File: src/rtl/core/fps_pkg.sv
// Package for the frame playback sequencer: opcodes, play modes, register
// indexes, sequencer states and the playback flag group.
// No dependencies.
package fps_pkg;

   localparam int SPEED_BITS = 20;
   localparam int MODE_BITS  = 3;
   localparam int OP_BITS    = 3;
   localparam int CSR_IDX_BITS = 2;
   localparam logic [1:0] BOUNCE_MAX = 2'd2;

   typedef enum logic [OP_BITS-1:0] {
      OP_TICK       = 3'd0,
      OP_START      = 3'd1,
      OP_PAUSE      = 3'd2,
      OP_RESUME     = 3'd3,
      OP_STOP       = 3'd4,
      OP_STOP_RESET = 3'd5
   } fps_op_type;

   typedef enum logic [MODE_BITS-1:0] {
      MODE_ONESHOT       = 3'd0,
      MODE_LOOP          = 3'd1,
      MODE_ONELOOP       = 3'd2,
      MODE_PINGPONG      = 3'd3,
      MODE_PINGPONG_LOOP = 3'd4
   } fps_mode_type;

   typedef enum logic [CSR_IDX_BITS-1:0] {
      CSR_PLAY_MODE   = 2'd0,
      CSR_RANGE_START = 2'd1,
      CSR_RANGE_END   = 2'd2
   } fps_csr_type;

   typedef enum logic [1:0] {
      ST_IDLE,
      ST_STEP,
      ST_DONE
   } fps_state_type;

   typedef struct packed {
      logic       run;
      logic       started;
      logic [1:0] bounce;
   } fps_flags_type;

   localparam fps_flags_type FLAGS_HALTED = '{run: 1'b0, started: 1'b0, bounce: 2'd0};

endpackage

File: src/rtl/core/frame_playback_sequencer.sv
// Top level of the frame playback sequencer: configuration registers,
// command sequencer, blend accumulator and result register.
// Depends on fps_pkg and fps_step.
//
// Usage: configure play_mode, range_start and range_end through the csr_
// write port while the block is idle, then send requests on req_ (opcode
// and speed). Each request returns exactly one result on rsp_: the frame,
// the frame being blended toward, the blend fraction, the play state and
// whether the request was accepted.
// Start, pause, resume and the stop commands go from idle straight to the
// done state: the request is taken, and its result is loaded into the result
// register, raising rsp_valid, as soon as that register is free. A tick that
// arrives while playback is not running takes the same path. A running
// tick adds the speed to the accumulator when it is taken, then advances one
// frame per cycle through the shared step unit, up to MAX_STEPS_PER_TICK
// advances, until no advance is left, and then loads its result in the done
// state in the same way.
// The block takes no new request until the current one is done.
// A finished result waits in the result register while rsp_stall is high;
// the sequencer can take the next request meanwhile but holds that result
// until the register is free. Reset clears all playback state and the
// configuration registers to zero and drops rsp_valid.
module frame_playback_sequencer #(
   parameter int FRAME_BITS         = 16,
   parameter int FRACTION_BITS      = 16,
   parameter int MAX_STEPS_PER_TICK = 8
) (
   input  logic                                clock,
   input  logic                                reset,
   input  logic                                csr_write,
   input  logic [fps_pkg::CSR_IDX_BITS-1:0]    csr_index,
   input  logic [FRAME_BITS-1:0]               csr_wdata,
   input  logic                                req_valid,
   output logic                                req_stall,
   input  logic [fps_pkg::OP_BITS-1:0]         req_opcode,
   input  logic [fps_pkg::SPEED_BITS-1:0]      req_speed,
   output logic                                rsp_valid,
   input  logic                                rsp_stall,
   output logic [FRAME_BITS-1:0]               rsp_frame,
   output logic signed [FRAME_BITS+1:0]        rsp_next_frame,
   output logic [FRACTION_BITS:0]              rsp_fraction,
   output logic                                rsp_is_playing,
   output logic                                rsp_accepted
);
   import fps_pkg::*;

   localparam int UP_BITS  = FRAME_BITS + 2;
   localparam int ACC_BITS = $clog2((MAX_STEPS_PER_TICK + 1) * (2 ** FRACTION_BITS) + 1);
   localparam int SUM_BITS = (ACC_BITS > SPEED_BITS ? ACC_BITS : SPEED_BITS) + 1;
   localparam int CNT_BITS = $clog2(MAX_STEPS_PER_TICK + 1);
   localparam logic [ACC_BITS-1:0] ONE_FIX = ACC_BITS'(2 ** FRACTION_BITS);
   localparam logic [SUM_BITS-1:0] LIM_FIX =
      SUM_BITS'(MAX_STEPS_PER_TICK * (2 ** FRACTION_BITS));
   localparam logic [SUM_BITS-1:0] CAP_FIX =
      SUM_BITS'((MAX_STEPS_PER_TICK + 1) * (2 ** FRACTION_BITS));
   localparam logic [CNT_BITS-1:0] CNT_MAX = CNT_BITS'(MAX_STEPS_PER_TICK);

   fps_state_type          state_ff, state_in;
   logic [MODE_BITS-1:0]   mode_ff, mode_in;
   logic [FRAME_BITS-1:0]  rstart_ff, rstart_in, rend_ff, rend_in;
   logic [FRAME_BITS-1:0]  cur_ff, cur_in;
   logic [UP_BITS-1:0]     up_ff, up_in;
   logic [ACC_BITS-1:0]    acc_ff, acc_in;
   logic [FRAME_BITS-1:0]  ws_ff, ws_in, we_ff, we_in;
   fps_flags_type          flags_ff, flags_in;
   logic [CNT_BITS-1:0]    cnt_ff, cnt_in;
   logic                   accflag_ff, accflag_in;
   logic                   rsp_valid_ff, rsp_valid_in;
   logic [FRAME_BITS-1:0]  rsp_frame_ff;
   logic [UP_BITS-1:0]     rsp_next_ff;
   logic [FRACTION_BITS:0] rsp_frac_ff;
   logic                   rsp_play_ff, rsp_acc_ff;

   logic                   take_req, out_free, load_rsp, step_go, step_more;
   logic [FRAME_BITS-1:0]  st_cur, st_ws, st_we;
   logic [UP_BITS-1:0]     st_up;
   fps_flags_type          st_flags;
   logic [SUM_BITS-1:0]    speed_sat, acc_sum;
   logic [FRACTION_BITS:0] frac_now;

   fps_step #(
      .FRAME_BITS (FRAME_BITS)
   ) u_step (
      .mode_i  (mode_ff),
      .flags_i (flags_ff),
      .up_i    (up_ff),
      .ws_i    (ws_ff),
      .we_i    (we_ff),
      .cur_o   (st_cur),
      .up_o    (st_up),
      .ws_o    (st_ws),
      .we_o    (st_we),
      .flags_o (st_flags)
   );

   assign step_more = (cnt_ff < CNT_MAX) && (acc_ff > ONE_FIX) && flags_ff.run;
   assign out_free  = !rsp_valid_ff || !rsp_stall;

   always_comb begin
      state_in = state_ff;
      unique case (state_ff)
         ST_IDLE: begin
            if (req_valid) begin
               if (req_opcode == OP_TICK && flags_ff.run) begin
                  state_in = ST_STEP;
               end else begin
                  state_in = ST_DONE;
               end
            end
         end
         ST_STEP: begin
            if (!step_more) begin
               state_in = ST_DONE;
            end
         end
         ST_DONE: begin
            if (out_free) begin
               state_in = ST_IDLE;
            end
         end
         default: begin
            state_in = ST_IDLE;
         end
      endcase
   end

   always_comb begin
      req_stall = state_ff != ST_IDLE;
      take_req  = state_ff == ST_IDLE && req_valid;
      step_go   = state_ff == ST_STEP && step_more;
      load_rsp  = state_ff == ST_DONE && out_free;
   end

   always_comb begin
      mode_in   = mode_ff;
      rstart_in = rstart_ff;
      rend_in   = rend_ff;
      if (csr_write) begin
         unique case (csr_index)
            CSR_PLAY_MODE:   mode_in   = csr_wdata[MODE_BITS-1:0];
            CSR_RANGE_START: rstart_in = csr_wdata;
            CSR_RANGE_END:   rend_in   = csr_wdata;
            default: begin
            end
         endcase
      end
   end

   always_comb begin
      cur_in     = cur_ff;
      up_in      = up_ff;
      acc_in     = acc_ff;
      ws_in      = ws_ff;
      we_in      = we_ff;
      flags_in   = flags_ff;
      cnt_in     = cnt_ff;
      accflag_in = accflag_ff;
      speed_sat  = (SUM_BITS'(req_speed) > LIM_FIX) ? LIM_FIX : SUM_BITS'(req_speed);
      acc_sum    = SUM_BITS'(acc_ff) + speed_sat;
      if (take_req) begin
         cnt_in = '0;
         unique case (req_opcode)
            OP_TICK: begin
               accflag_in = 1'b0;
               if (flags_ff.run) begin
                  acc_in = (acc_sum > CAP_FIX) ? CAP_FIX[ACC_BITS-1:0]
                                               : acc_sum[ACC_BITS-1:0];
               end
            end
            OP_START: begin
               accflag_in = rstart_ff != rend_ff;
               if (rstart_ff != rend_ff) begin
                  flags_in = '{run: 1'b1, started: 1'b1, bounce: 2'd0};
                  ws_in    = rstart_ff;
                  we_in    = rend_ff;
                  cur_in   = rstart_ff;
                  if (rend_ff >= rstart_ff) begin
                     up_in = {2'b00, rstart_ff} + UP_BITS'(1);
                  end else begin
                     up_in = {2'b00, rstart_ff} - UP_BITS'(1);
                  end
               end
            end
            OP_PAUSE: begin
               accflag_in = flags_ff.started;
               if (flags_ff.started) begin
                  flags_in.run = 1'b0;
               end
            end
            OP_RESUME: begin
               accflag_in = flags_ff.started;
               if (flags_ff.started) begin
                  flags_in.run = 1'b1;
               end
            end
            OP_STOP: begin
               accflag_in = 1'b1;
               flags_in   = FLAGS_HALTED;
            end
            OP_STOP_RESET: begin
               accflag_in = 1'b1;
               flags_in   = FLAGS_HALTED;
               cur_in     = '0;
               up_in      = '0;
               acc_in     = '0;
            end
            default: begin
               accflag_in = 1'b0;
            end
         endcase
      end else if (step_go) begin
         acc_in   = acc_ff - ONE_FIX;
         cnt_in   = cnt_ff + CNT_BITS'(1);
         cur_in   = st_cur;
         up_in    = st_up;
         ws_in    = st_ws;
         we_in    = st_we;
         flags_in = st_flags;
      end else if (state_ff == ST_STEP) begin
         accflag_in = flags_ff.run;
      end
   end

   always_comb begin
      frac_now     = (acc_ff > ONE_FIX) ? ONE_FIX[FRACTION_BITS:0] : acc_ff[FRACTION_BITS:0];
      rsp_valid_in = rsp_valid_ff;
      if (load_rsp) begin
         rsp_valid_in = 1'b1;
      end else if (!rsp_stall) begin
         rsp_valid_in = 1'b0;
      end
   end

   always_ff @(posedge clock) begin
      if (reset) begin
         state_ff     <= ST_IDLE;
         mode_ff      <= '0;
         rstart_ff    <= '0;
         rend_ff      <= '0;
         cur_ff       <= '0;
         up_ff        <= '0;
         acc_ff       <= '0;
         ws_ff        <= '0;
         we_ff        <= '0;
         flags_ff     <= FLAGS_HALTED;
         cnt_ff       <= '0;
         accflag_ff   <= 1'b0;
         rsp_valid_ff <= 1'b0;
      end else begin
         state_ff     <= state_in;
         mode_ff      <= mode_in;
         rstart_ff    <= rstart_in;
         rend_ff      <= rend_in;
         cur_ff       <= cur_in;
         up_ff        <= up_in;
         acc_ff       <= acc_in;
         ws_ff        <= ws_in;
         we_ff        <= we_in;
         flags_ff     <= flags_in;
         cnt_ff       <= cnt_in;
         accflag_ff   <= accflag_in;
         rsp_valid_ff <= rsp_valid_in;
      end
   end

   always_ff @(posedge clock) begin
      if (load_rsp) begin
         rsp_frame_ff <= cur_ff;
         rsp_next_ff  <= up_ff;
         rsp_frac_ff  <= frac_now;
         rsp_play_ff  <= flags_ff.run;
         rsp_acc_ff   <= accflag_ff;
      end
   end

   assign rsp_valid      = rsp_valid_ff;
   assign rsp_frame      = rsp_frame_ff;
   assign rsp_next_frame = rsp_next_ff;
   assign rsp_fraction   = rsp_frac_ff;
   assign rsp_is_playing = rsp_play_ff;
   assign rsp_accepted   = rsp_acc_ff;

   a_bounce_sat: assert property (@(posedge clock) disable iff (reset)
      flags_ff.bounce <= BOUNCE_MAX)
      else $error("Bounce count went past its saturation value.");

   a_acc_cap: assert property (@(posedge clock) disable iff (reset)
      SUM_BITS'(acc_ff) <= CAP_FIX)
      else $error("Blend accumulator exceeded its cap.");

   a_step_limit: assert property (@(posedge clock) disable iff (reset)
      cnt_ff <= CNT_MAX)
      else $error("A tick advanced more frames than allowed.");

   a_run_needs_start: assert property (@(posedge clock) disable iff (reset)
      flags_ff.run |-> flags_ff.started)
      else $error("Playback runs without having been started.");

   a_load_frees_seq: assert property (@(posedge clock) disable iff (reset)
      load_rsp |=> rsp_valid && state_ff == ST_IDLE)
      else $error("Result load did not release the sequencer.");

endmodule

File: src/rtl/core/fps_step.sv
// One frame advance of the playback sequencer, including the range end
// handling for every play mode. Depends on fps_pkg.
module fps_step #(
   parameter int FRAME_BITS = 16
) (
   input  logic [2:0]                   mode_i,
   input  fps_pkg::fps_flags_type       flags_i,
   input  logic [FRAME_BITS+1:0]        up_i,
   input  logic [FRAME_BITS-1:0]        ws_i,
   input  logic [FRAME_BITS-1:0]        we_i,
   output logic [FRAME_BITS-1:0]        cur_o,
   output logic [FRAME_BITS+1:0]        up_o,
   output logic [FRAME_BITS-1:0]        ws_o,
   output logic [FRAME_BITS-1:0]        we_o,
   output fps_pkg::fps_flags_type       flags_o
);
   import fps_pkg::*;

   localparam int UP_BITS = FRAME_BITS + 2;

   always_comb begin
      logic                fwd;
      logic [UP_BITS-1:0]  cur_ext;
      fwd     = we_i >= ws_i;
      cur_o   = up_i[FRAME_BITS-1:0];
      cur_ext = {2'b00, up_i[FRAME_BITS-1:0]};
      up_o    = fwd ? up_i + UP_BITS'(1) : up_i - UP_BITS'(1);
      ws_o    = ws_i;
      we_o    = we_i;
      flags_o = flags_i;
      if (mode_i == MODE_ONELOOP && cur_o == ws_i) begin
         flags_o = FLAGS_HALTED;
      end else if (cur_o == we_i) begin
         if (flags_i.bounce != BOUNCE_MAX) begin
            flags_o.bounce = flags_i.bounce + 2'd1;
         end
         unique case (mode_i)
            MODE_ONESHOT: begin
               flags_o = FLAGS_HALTED;
            end
            MODE_LOOP, MODE_ONELOOP: begin
               up_o = {2'b00, ws_i};
            end
            MODE_PINGPONG, MODE_PINGPONG_LOOP: begin
               if (mode_i == MODE_PINGPONG && flags_o.bounce > 2'd1) begin
                  flags_o = FLAGS_HALTED;
               end else begin
                  ws_o = we_i;
                  we_o = ws_i;
                  if ($signed(up_o) > $signed(cur_ext)) begin
                     up_o = cur_ext - UP_BITS'(1);
                  end else begin
                     up_o = cur_ext + UP_BITS'(1);
                  end
               end
            end
            default: begin
            end
         endcase
      end
   end

endmodule
File: config.mk
export PLATFORM = sky130hd
export DESIGN_NAME = frame_playback_sequencer
export DESIGN_NICKNAME = d
export VERILOG_FILES = /design/src/rtl/core/fps_pkg.sv /design/src/rtl/core/frame_playback_sequencer.sv /design/src/rtl/core/fps_step.sv
export SDC_FILE = /design/constraint.sdc
export NUM_CORES = 1
export LEC_CHECK = 0
export BUFFER_PORTS_ARGS = -buffer_cell sky130_fd_sc_hd__buf_2
export CORE_ASPECT_RATIO = 0.8
export CORE_UTILIZATION = 33
export CTS_BUF_LIST = sky130_fd_sc_hd__clkbuf_2 sky130_fd_sc_hd__clkbuf_4 sky130_fd_sc_hd__clkbuf_8
export CTS_CLUSTER_SIZE = 24
export DETAILED_ROUTE_END_ITERATION = 6
export PLACE_DENSITY_LB_ADDON = 0.08
export SYNTH_ARGS = -nofsm -noshare
export SYNTH_HDL_FRONTEND = slang
export SYNTH_SLANG_ARGS = --single-unit
File: constraint.sdc
create_clock -name clock -period 5.7 [get_ports clock]
set_input_delay 0.285 -clock clock [delete_from_list [all_inputs] [get_ports clock]]
set_output_delay 0.285 -clock clock [all_outputs]
set_load 0.02 [all_outputs]
==> summary.txt <==
Layout
  – Share of cells above drive strength 1: 0.1604
  – Final net count: approximately 1800
  – Final non-filler cell total: ~2100
  – P&R area growth vs syn: 16.67%

Logic synthesis
  – #FFs+latches synth: around 190
  – EDFF count, synth: 53
  – Post-synth net total: roughly 1600
  – Synth cell types: 90
  – Ys flop type: dfxtp_1
  – Register area share after synthesis: 0.3432
  – Largest cells by area after synthesis: dfxtp_1, edfxtp_1, ha_1
  – Ys async rst share: 0
  – Synth top cells by count: nand2_1, dfxtp_1, nor2_1
  – YS warnings: 0
  – Yosys top cell area share: 0.2148
  – Mapped Cells: approximately 1500
  – Mean post-synth cell area: approximately 8.4 sq um
  – Synth area leader: dfxtp_1
  – Most common cell in the netlist: nand2_1
  – Syn Std Cell Area: between 10000 and 15000 sq um

Place
  – Inst Count DP: ~2100
  – Final GP Congestion: about 0.93
  – Detail Placement HPWL: 33240 microns
  – Port Buffers: 100

STA
  – Endpoints failing setup: 0
  – RSZ-0062 raised after global routing: false
  – Post-route clock period utilization: 0.9575
  – Clock skew: approximately 0.019 ns
  – FMAX: 183.2 MHz
  – Final Hold Fails: 0
  – Setup TNS: 0 ns
  – Post-layout min period: between 5 and 6 ns
  – Final Slew Violations: 0
  – Worst slew pin tran: approximately 1.2 ns
  – Slew headroom: 0.2088

GRT
  – Initial antenna violation count: 3
  – Grt total ovfl: 0
  – First-pass GRT wire length: 65780 microns
  – Vias in the first global route: between 10000 and 15000
  – GRT Overall Usage: 0.2270
  – Pin count of the biggest net entering global routing: 68

Min path
  – Hold_sp: csr_wdata[13]
  – Hold Path Depth: 3
  – Worst hold endpoint: rstart_ff[13]$_SDFFE_PP0P_
  – Hold Crit Class: primary input to flip-flop

Setup path
  – Crit path kind: flip-flop to flip-flop
  – Cells on worst reg2reg path: 26
  – Reg2Reg Setup Slack: roughly 0.24 ns
  – Crit path max fanout: 9
  – Reg-to-reg startpoint: we_ff[0]$_SDFFE_PP0P_
  – Crit end category: flip-flop
  – CP Launch Type: flip-flop
  – RR Endpoint: up_ff[2]$_SDFFE_PP0P_
  – Arrival time worst endpoint: 5.88 ns
  – Crit path required time: about 6 ns

Clock network
  – CTS tree: done
  – CTS buffer count: 17
  – Clock root cell: clkbuf_8
  – Worst-path clk slew: approximately 0.12 ns
  – Bufs on Longest Clock Path: 2
  – H-tree levels: 4
  – Worst-Skew Late Latency: approximately 0.51 ns
  – TritonCTS Sinks: about 190

Power and ir drop
  – Pwr dens: 273.5 nW/um^2
  – Worst VDD drop: 0.1458 mV
  – Leak: approximately 0.0057 uW

Die
  – Initial Utilization: 0.3346
  – Chip Height: around 180 microns
  – Die W: 218.7 microns
  – Die area: ~38000 sq um
  – Core area: about 37000 sq um
  – Rows: 63
  – I/O Pins: 101

Drt
  – Vias: between 10000 and 15000
  – Via-to-Cell Ratio: approximately 5.6
  – Initial drt markers: 987
  – DRC viols: 0
  – Total wire length: approximately 43000 microns
  – DRT Pass-1 Iters: 5
  – Post-DRT Antenna Nets: 0
  – Per-cell routed wire length: a little over 20 microns

Job
  – Max-cap violation count: 0

Status
  – Status: complete, no violations
==> area by class of cell <==
class | count | area, sq um
multi-input cells | 1134 | 7589
clock buffers | 17 | 234.0
repair buffers | 202 | 1323
clock inverters | 15 | 171.4
flip-flops and latches | 186 | 4254
well taps | 487 | 609.3
fillers | 3873 | 22590
inverters | 73 | 274.0
diodes | 3 | 7.507
==> flip-flops by register name (all words and copies together), names as in the netlist, 2 cells and up <==
name,flops
acc_ff,20
rsp_frame,16
cnt_ff,4
up_ff,18
rsp_next_frame,18
flags_ff,4
state_ff,2
we_ff,16
mode_ff,3
rstart_ff,16
rend_ff,16
ws_ff,16
cur_ff,16
rsp_fraction,17
==> routing by layer <==
metal,up-vias,track usage,share of wire
met4,0,0.05584,0.015
met1,5643,0.3484,0.52
met3,48,0.04831,0.064
met5,-,0,0
li1,5725,-,-
met2,363,0.3151,0.40
==> logic make-up after synthesis <==
kind of cell / synth area share
compound gates: 0.2211
xor+xnor: 0.06006
fa+ha+maj: 0.09710
buf+inv: 0.05077
flops: 0.3432
mux: 0.01554
simple gates: 0.2123
==> through the flow <==
stage	setup WS, ns	util	hold slack [ns]	total power, uW	area [sq um]
2_1_floorplan	0.2529	-	0.4090	2408	12400
3_3_place_gp	0.1754	0.3730	0.4135	2929	13820
3_5_place_dp	0.05758	0.3730	0.4169	2934	13820
4_1_cts	0.008142	0.3872	0.002553	3880	14340
5_1_grt	0.01586	0.3901	0.001605	4180	14450
6_report	0.2425	0.3903	0.02837	3955	14460
==> report_power, final <==
part           total, uW  internal [uW]  switching (uW)
logic               1560            678             884
clock network        933            336             597
registers           1460           1410            52.4
total               3950           2420            1530
==> timing repair <==
action	CTS	global route
gates resized for setup	0	15
setup buffers	0	7
hold buffers	12	0
endpoints found under the setup margin	0	16
endpoints found under the hold margin	20	0
==> layout by cell type, fill, tap and decap left out, types with 24 or more instances in the layout <==
| cell | count |
|---|---|
| edfxtp_1 | 53 |
| a21o_1 | 24 |
| o21ai_0 | 32 |
| xnor2_1 | 64 |
| dfxtp_1 | 133 |
| buf_2 | 99 |
| nand2_1 | 199 |
| nand3_1 | 39 |
| buf_4 | 87 |
| a21oi_1 | 95 |
| nor2_1 | 112 |
| a311oi_1 | 33 |
| nor3_1 | 45 |
| ha_1 | 93 |
| and3_1 | 33 |
| inv_1 | 72 |
==> critical path: stages, from the launching register on <==
cell       delay [ns]
dfxtp_1          0.34
inv_1            0.04
ha_1             0.27
nand2b_1         0.17
a2111oi_4        0.31
o21bai_1         0.14
a21oi_2          0.18
buf_12           0.15
ha_1             0.25
a211oi_2         0.25
o21ai_2          0.09
a311oi_2         0.29
buf_4            0.18
o21bai_1         0.11
xor2_1           0.20
ha_1             0.33
nand2_1          0.07
o21ai_2          0.18
a41o_1           0.12
nand3_1          0.07
o221a_1          0.26
nor3_4           0.42
buf_6            0.20
mux2i_2          0.23
mux2i_1          0.22
o2111ai_1        0.12
o2111a_1         0.16
==> worst max-delay path by stage <==
stage	start	endpoint	slack [ns]	depth (start not counted)
2_1_floorplan	we_ff[0]$_SDFFE_PP0P_	up_ff[15]$_SDFFE_PP0P_	0.25	24
3_3_place_gp	we_ff[0]$_SDFFE_PP0P_	up_ff[14]$_SDFFE_PP0P_	0.18	25
3_5_place_dp	we_ff[0]$_SDFFE_PP0P_	up_ff[14]$_SDFFE_PP0P_	0.06	25
4_1_cts	we_ff[0]$_SDFFE_PP0P_	up_ff[14]$_SDFFE_PP0P_	0.008	25
5_1_grt	we_ff[0]$_SDFFE_PP0P_	up_ff[2]$_SDFFE_PP0P_	0.02	26
6_report	we_ff[0]$_SDFFE_PP0P_	up_ff[2]$_SDFFE_PP0P_	0.24	26
No activity file was read; power rests on OpenSTA's default activity.
